<file path="config.mk">
export PLATFORM = sky130hd
export DESIGN_NAME = aarm_cell
export DESIGN_NICKNAME = d
export VERILOG_FILES = /design/src/hw/rtl/aarm_pkg.sv /design/src/hw/rtl/aarm_cell.sv
export SDC_FILE = /design/constraint.sdc
export NUM_CORES = 2
export LEC_CHECK = 0
export ABC_AREA = 1
export BUFFER_PORTS_ARGS = -buffer_cell sky130_fd_sc_hd__buf_4
export CAP_MARGIN = 30
export CORE_AREA = 2 2 466 468
export DETAILED_ROUTE_END_ITERATION = 10
export DIE_AREA = 0 0 468 470
export GPL_TIMING_DRIVEN = 0
export PLACE_DENSITY_LB_ADDON = 0.25
export SETUP_SLACK_MARGIN = 0.5
export SLEW_MARGIN = 20
export SYNTH_ARGS = -nofsm -noshare
export SYNTH_HDL_FRONTEND = slang
export SYNTH_SLANG_ARGS = --single-unit
</file>
<file path="constraint.sdc">
create_clock -name i_clk -period 17.2 [get_ports i_clk]
set_input_delay 3.44 -clock i_clk [delete_from_list [all_inputs] [get_ports i_clk]]
set_output_delay 3.44 -clock i_clk [all_outputs]
set_load 0.05 [all_outputs]
</file>
<file path="src/hw/rtl/aarm_pkg.sv">
// shared types, constants and arithmetic helpers of the axis-angle rotation matrix block
`timescale 1ns / 1ps
package aarm_pkg;

    localparam int NUM_CELLS = 69;

    localparam logic signed [37:0] PI_Q30      = 38'sd3373259426;
    localparam logic signed [37:0] HALF_PI_Q30 = 38'sd1686629713;
    localparam logic signed [37:0] TWO_PI_Q30  = 38'sd6746518852;
    localparam logic signed [32:0] CORDIC_GAIN = 33'sh026DD3B6A;
    localparam logic signed [33:0] Q30_ONE     = 34'sd1073741824;

    typedef struct packed {
        logic signed [23:0] x;
        logic signed [23:0] y;
        logic signed [23:0] z;
        logic               zero;
        logic [62:0]        n;
        logic [4:0]         s;
        logic [62:0]        root;
        logic [2:0][61:0]   rem;
        logic [2:0][30:0]   q;
        logic signed [37:0] ang;
        logic signed [32:0] cx;
        logic signed [32:0] cy;
        logic               neg;
    } t_item;

    function automatic logic [31:0] atan_lut(input logic [4:0] i);
        logic [31:0] v;
        case (i)
            5'd0:  v = 32'h3243F6A8;
            5'd1:  v = 32'h1DAC6705;
            5'd2:  v = 32'h0FADBAFC;
            5'd3:  v = 32'h07F56EA6;
            5'd4:  v = 32'h03FEAB76;
            5'd5:  v = 32'h01FFD55B;
            5'd6:  v = 32'h00FFFAAA;
            5'd7:  v = 32'h007FFF55;
            5'd8:  v = 32'h003FFFEA;
            5'd9:  v = 32'h001FFFFD;
            5'd10: v = 32'h000FFFFF;
            5'd11: v = 32'h0007FFFF;
            5'd12: v = 32'h0003FFFF;
            5'd13: v = 32'h0001FFFF;
            5'd14: v = 32'h0000FFFF;
            5'd15: v = 32'h00007FFF;
            5'd16: v = 32'h00003FFF;
            5'd17: v = 32'h00001FFF;
            5'd18: v = 32'h00000FFF;
            5'd19: v = 32'h000007FF;
            5'd20: v = 32'h000003FF;
            5'd21: v = 32'h000001FF;
            5'd22: v = 32'h000000FF;
            5'd23: v = 32'h0000007F;
            5'd24: v = 32'h0000003F;
            5'd25: v = 32'h0000001F;
            5'd26: v = 32'h0000000F;
            5'd27: v = 32'h00000007;
            5'd28: v = 32'h00000003;
            5'd29: v = 32'h00000001;
            default: v = 32'h00000000;
        endcase
        return v;
    endfunction

    function automatic logic signed [33:0] mul30(input logic signed [33:0] a,
                                                 input logic signed [33:0] b);
        logic signed [67:0] p;
        p = a * b;
        return p[63:30];
    endfunction

endpackage

</file>
<file path="src/hw/rtl/aarm_cell.sv">
// one cell of the chain: a step of squared length, normalize, square root, divide, angle reduction and cordic
`timescale 1ns / 1ps
module aarm_cell #(
    parameter int IDX             = 0,
    parameter int ANGLE_FRAC_BITS = 12
) (
    input  logic           i_clk,
    input  logic           i_rst_n,
    input  logic           i_adv,
    input  logic           i_vld,
    input  aarm_pkg::t_item i_item,
    output logic           o_vld,
    output aarm_pkg::t_item o_item
);
    import aarm_pkg::*;

    localparam int MOD_STEPS = (ANGLE_FRAC_BITS < 12) ? 12 - ANGLE_FRAC_BITS : 0;
    localparam int NK  = (IDX >= 1 && IDX <= 5) ? (16 >> (IDX - 1)) : 1;
    localparam int SJ  = (IDX >= 6 && IDX <= 36) ? IDX - 6 : 0;
    localparam int DB  = (IDX >= 38 && IDX <= 68) ? 30 - (IDX - 38) : 0;
    localparam int MSH = (IDX >= 1 && IDX <= MOD_STEPS) ? MOD_STEPS - IDX : 0;
    localparam int CI  = (IDX >= MOD_STEPS + 2 && IDX <= MOD_STEPS + 31) ?
                         IDX - MOD_STEPS - 2 : 0;

    localparam logic [62:0] NORM_LIM = 63'd1 << (62 - 2 * NK);
    localparam logic [63:0] SQ_BIT = 64'd1 << (2 * (30 - SJ));
    localparam logic signed [37:0] MOD_T = TWO_PI_Q30 <<< MSH;
    localparam logic signed [37:0] ATAN_C = 38'(atan_lut(5'(CI)));

    logic               r_vld;
    t_item              r_item;
    t_item              n_item;
    logic signed [47:0] w_sqx;
    logic signed [47:0] w_sqy;
    logic signed [47:0] w_sqz;
    logic [62:0]        w_l2;

    assign w_sqx = i_item.x * i_item.x;
    assign w_sqy = i_item.y * i_item.y;
    assign w_sqz = i_item.z * i_item.z;
    assign w_l2  = 63'($unsigned(w_sqx)) + 63'($unsigned(w_sqy)) + 63'($unsigned(w_sqz));

    always_comb begin
        logic [63:0]        trial;
        logic [2:0][23:0]   axis;
        logic [23:0]        mag;
        logic [61:0]        dt;
        logic signed [32:0] sx;
        logic signed [32:0] sy;
        n_item = i_item;
        axis = {i_item.z, i_item.y, i_item.x};
        trial = '0;
        mag = '0;
        dt = '0;
        sx = '0;
        sy = '0;
        // axis path
        if (IDX == 0) begin
            n_item.n    = w_l2;
            n_item.zero = (w_l2 == 63'd0);
            n_item.s    = '0;
            n_item.root = '0;
            n_item.ang  = i_item.ang <<< (30 - ANGLE_FRAC_BITS);
        end
        if (IDX >= 1 && IDX <= 5) begin
            if (i_item.n < NORM_LIM) begin
                n_item.n = i_item.n << (2 * NK);
                n_item.s = i_item.s + 5'(NK);
            end
        end
        if (IDX >= 6 && IDX <= 36) begin
            trial = {1'b0, i_item.root} + SQ_BIT;
            if ({1'b0, i_item.n} >= trial) begin
                n_item.n    = 63'({1'b0, i_item.n} - trial);
                n_item.root = 63'((i_item.root >> 1) + SQ_BIT);
            end else begin
                n_item.root = i_item.root >> 1;
            end
        end
        if (IDX == 37) begin
            for (int l = 0; l < 3; l++) begin
                mag = axis[l][23] ? (~axis[l] + 24'd1) : axis[l];
                n_item.rem[l] = 62'(mag) << (6'(i_item.s) + 6'd30);
                n_item.q[l]   = '0;
            end
        end
        if (IDX >= 38 && IDX <= 68) begin
            dt = 62'(i_item.root[30:0]) << DB;
            for (int l = 0; l < 3; l++) begin
                if (i_item.rem[l] >= dt) begin
                    n_item.rem[l]   = i_item.rem[l] - dt;
                    n_item.q[l][DB] = 1'b1;
                end
            end
        end
        // angle path
        if (IDX >= 1 && IDX <= MOD_STEPS) begin
            if (!i_item.ang[37]) begin
                if (i_item.ang >= MOD_T) begin
                    n_item.ang = i_item.ang - MOD_T;
                end
            end else if (-i_item.ang >= MOD_T) begin
                n_item.ang = i_item.ang + MOD_T;
            end
        end
        if (IDX == MOD_STEPS + 1) begin
            n_item.neg = 1'b0;
            if (n_item.ang > PI_Q30) begin
                n_item.ang = n_item.ang - TWO_PI_Q30;
            end
            if (n_item.ang < -PI_Q30) begin
                n_item.ang = n_item.ang + TWO_PI_Q30;
            end
            if (n_item.ang > HALF_PI_Q30) begin
                n_item.ang = n_item.ang - PI_Q30;
                n_item.neg = 1'b1;
            end else if (n_item.ang < -HALF_PI_Q30) begin
                n_item.ang = n_item.ang + PI_Q30;
                n_item.neg = 1'b1;
            end
            n_item.cx = CORDIC_GAIN;
            n_item.cy = '0;
        end
        if (IDX >= MOD_STEPS + 2 && IDX <= MOD_STEPS + 31) begin
            sx = i_item.cx >>> CI;
            sy = i_item.cy >>> CI;
            if (!i_item.ang[37]) begin
                n_item.cx  = i_item.cx - sy;
                n_item.cy  = i_item.cy + sx;
                n_item.ang = i_item.ang - ATAN_C;
            end else begin
                n_item.cx  = i_item.cx + sy;
                n_item.cy  = i_item.cy - sx;
                n_item.ang = i_item.ang + ATAN_C;
            end
        end
    end

    always_ff @(posedge i_clk) begin
        if (!i_rst_n) begin
            r_vld <= 1'b0;
        end else if (i_adv) begin
            r_vld <= i_vld;
        end
    end

    always_ff @(posedge i_clk) begin
        if (i_adv) begin
            r_item <= n_item;
        end
    end

    assign o_vld  = r_vld;
    assign o_item = r_item;
endmodule

</file>
---- Word-level counts from Yosys, hierarchy flattened ----
Cells that the tools add are included.
word-level totals
  bits in registers ....................... 503
  input bits .............................. 592
  output and inout bits ................... 589
  logic and storage cells ................. 22
operators by class
  $add $sub $neg .......................... 2
  multipliers ............................. 3
  reductions and logical operators ........ 1
operator list
  operator                                        count
  24-bit by 24-bit multiplier with 48-bit output  3
  63-bit zero test                                1
  49-bit by 48-bit adder with 50-bit output       1
  48-bit by 48-bit adder with 49-bit output       1

---- Longest topological paths before layout ----
  depth in word-level cells ............... 4
  mapped depth ............................ 49
  gate-level depth less buffers ........... 47

---- Worst setup path after synthesis ----
Ideal clock, no wire load.
  kind .................................... input -> register
  start point ............................. input i_item[540] (netlist bit)
  end point ............................... register r_item, in the netlist o_item[515] (data pin)
  setup time .............................. 252 ps
  arrival time ............................ 11480 ps
  required time ........................... 16948 ps
  slack ................................... 5469 ps
  stages .................................. 36
  path buffers ............................ 2
  cells stage by stage .................... clkbuf_1 -> clkbuf_1 -> nand2_1 -> inv_1 -> fa_1 -> fa_1 -> fa_1 -> inv_1 -> fa_1 -> fa_1 -> fa_1 -> fa_1 -> inv_1 -> ha_1 -> nand2_1 -> nor2_1 -> inv_1 -> nor4_1 -> nand3_1 -> nand3_1 -> a21oi_1 -> xor2_1 -> fa_1 -> inv_1 -> ha_1 -> a21oi_1 -> o21ai_0 -> a21oi_1 -> nand2_1 -> a21oi_1 -> nand3_1 -> or2_2 -> nand3_1 -> nor2_1 -> nand4_1 -> nor2_1
RTL lines
  item                  line              RTL
  start, declared       aarm_cell.sv:11   input aarm_pkg::t_item i_item,
  end signal, assigned  aarm_cell.sv:149  r_item <= n_item;
  end, declared         aarm_cell.sv:31   t_item r_item;

==> metrics.cfg <==
[clocking]
clock-root-buffer = clkbuf_16
cts_setup_buffers = 0
clkLatencyLatePin_ns = 0.75
cts_tree = built
h-tree-depth = 2
cts.sinks = 490
clkSlewWorstSetupHoldPaths_ns = 0.07
ctsHoldBuffers = 0
ctsResizeCount = 0
ctsLongestPathBuffers = 3
cts-buffers-inserted = 60

[worst_setup_path]
crit_path_max_incr_delay_ns = 0.92
worstPathRequired_ns = 17.81
cp-end-kind = flip-flop
crit_slowest_cell = fa_1
r2r_slack_ns = 16.28
rr_worst_depth = 2
critical_path_class = input pin to flip-flop
path_max_fanout = 10
cpMostUsedCell = fa_1
regToRegEndpoint = o_vld
crit_path_start_kind = input pin
r2r-start = o_vld
worstPathArrival_ns = 15.07

[synthesis]
ys_seq_elements = 490
synth_edf_count = 489
synth_area_leaders = fa_1 44%, edfxtp_1 19%, inv_1 13%
async_reset_ff_frac = 0
yosysTopAreaCellShare = 0.441
seq_area_frac_synth = 0.189
yosys_warnings = 0
syn-cell-area_sq_um = 78000
ys.flop_type = edfxtp_1
synthCells = 8086
netlist.top_cell.by_area = fa_1
synth_cell_type_count = 52
syn_area_per_cell_sq_um = 9.64

[sta]
min_period_ns = 14.46
whs_ns = 0.737
finalSetupViolCount = 0
rsz0062_at_grt = no
slew_violations = 0
tns_ns = 0
hold_viol = 0
tightest_slew_ns = 1.12
max-slew-margin-rel = 0.255
finalClockSkew_ns = 0
fmax_mhz = 69.2
period_share = 0.841

[worst_hold_path]
hold_depth = 2
min_from = o_vld
hold_path_class = flip-flop to flip-flop
worstHoldEndpoint = o_vld

[global_routing]
antenna_found_initial = 64
grt_pass1_wl_um = 462000
overflow = 0
grt_use_total = 0.301
grt_pass1_vias = 62100
grt_max_degree = 95

[place]
dpl.hpwl_um = 289000
dpl_cell_area_sq_um = 89100
port_buffers = 931
gp_congestion = 1.01

[floorplan]
core_area_sq_um = 216000
dieArea_sq_um = 220000
placementRows = 171
die_w_um = 468
dieHeight_um = 470
pin_count = 1181
initial_core_util = 0.361

[finish]
fillers = 21300
fin_area_sq_um = 91400
drive_gt1_frac = 0.131
multiInputGateArea_sq_um = 52300
regArea_sq_um = 14700
syn2layout_area_growth_pct = 17.2
nNetsFinal = 12000

[route]
first_pass_iters = 6
drt-total-wl_um = 330000
vias = 58000
via_per_inst = 4.79
drcViolationCount = 0
wl_per_cell_um = 27.2
antenna_left = 0
drt-initial-drc-count = 4558

[outcome]
status = complete, no violations

[run]
maxCapViolCount = 0

[state kept, by name (all words and copies together) (netlist names)]
register  cells
o_vld         1
o_item      489
[kinds of logic (layout without fill, tap and decap cells)]
kind of cell             after synthesis  in the layout  synth area share
XOR/XNOR                             205            205            0.0230
AND/OR/NAND/NOR                     1805           1805            0.0921
flip-flops                           490            490             0.189
other                                  1            119         0.0000481
buffers and inverters               2925           3987             0.146
adder cells (fa/ha/maj)             2189           2189             0.517
AO/OA/AOI/OAI                        471            471            0.0339
[critical path, delay by kind of cell]
kind                       cells  cell delay (ns)
and+or+nand+nor               11             1.92
xor gates and xnor gates       2             0.71
adders and majority gates     10             5.41
buffers and inverters          8             2.03
AOI/OAI and AO/OA              6             1.50
[how the worst max path moves through the flow]
stage | start | to | slack, ns
6_report | i_item[563] | o_item[515] | 2.74
5_1_grt | i_item[563] | o_item[515] | 2.48
4_1_cts | i_item[563] | o_item[515] | 2.92
3_5_place_dp | i_item[563] | o_item[515] | 2.15
3_3_place_gp | i_item[563] | o_item[515] | 2.24
2_1_floorplan | i_item[540] | o_item[515] | 5.47
[per-stage QoR]
| stage | instances | worst slack, ns | util |
|---|---|---|---|
| 2_1_floorplan | 8184 | 5.47 | - |
| 3_3_place_gp | 12000 | 2.24 | 0.412 |
| 3_5_place_dp | 12000 | 2.15 | 0.413 |
| 4_1_cts | 12100 | 2.92 | 0.423 |
| 5_1_grt | 12100 | 2.48 | 0.424 |
| 6_report | 12100 | 2.74 | 0.424 |
[cells in the final DEF (no fill, tap or decap), types with 7 or more instances in the layout]
| cell type | instances |
|---|---|
| buf_4 | 1029 |
| edfxtp_1 | 489 |
| nand4_1 | 18 |
| a21o_1 | 7 |
| nand3_1 | 85 |
| clkinv_2 | 12 |
| nor4_1 | 9 |
| nand3b_1 | 8 |
| o21bai_1 | 20 |
| o21ai_0 | 110 |
| fa_1 | 1717 |
| nand2_2 | 13 |
| or2_2 | 19 |
| clkinv_4 | 7 |
| a21oi_1 | 239 |
| a31oi_1 | 30 |
| nand2_1 | 1325 |
| bufinv_16 | 10 |
| nor3_1 | 21 |
| clkinv_1 | 12 |
| buf_8 | 12 |
| nor2_1 | 287 |
| xnor2_1 | 111 |
| diode_2 | 20 |
| o221ai_1 | 7 |
| clkbuf_1 | 180 |
| conb_1 | 99 |
| clkbuf_16 | 60 |
| o21a_1 | 12 |
| xor2_1 | 94 |
| nor2_2 | 7 |
| inv_1 | 2643 |
| ha_1 | 472 |
| o21ai_1 | 8 |
[metal layers]
layer  wire, um  vias to the layer above  GRT usage
met5        218                        -          0
met4      23900                       34      0.180
met3      25800                      569     0.0648
met2     154000                     2271      0.486
met1     126000                    29800      0.369
li1           -                    25400          -
[Yosys cell counts, types with 8 or more instances]
library cell and number:
inv_1 2643, fa_1 1717, nand2_1 1325, edfxtp_1 489, ha_1 472, nor2_1 287, a21oi_1 239, clkbuf_1 172
xnor2_1 111, o21ai_0 110, buf_4 99, xor2_1 94, nand3_1 85, a31oi_1 30, nor3_1 21, o21bai_1 20
or2_2 19, nand4_1 18, nand2_2 13, o21a_1 12, nor4_1 9, nand3b_1 8, o21ai_1 8
[area by class of cell]
| class | instances | area share |
|---|---|---|
| multi-input combinational | 4769 | 0.572 |
| sequential | 490 | 0.161 |
| inverter | 2648 | 0.109 |
| timing repair buffer | 950 | 0.0804 |
| tap | 2854 | 0.0391 |
| clock buffer | 68 | 0.0168 |
| buffer | 277 | 0.0155 |
| clock inverter | 44 | 0.00608 |
| antenna | 20 | 0.000548 |
Power is not shown: default switching activity piles up to over one toggle a cycle in this logic, so the estimate is an artifact.
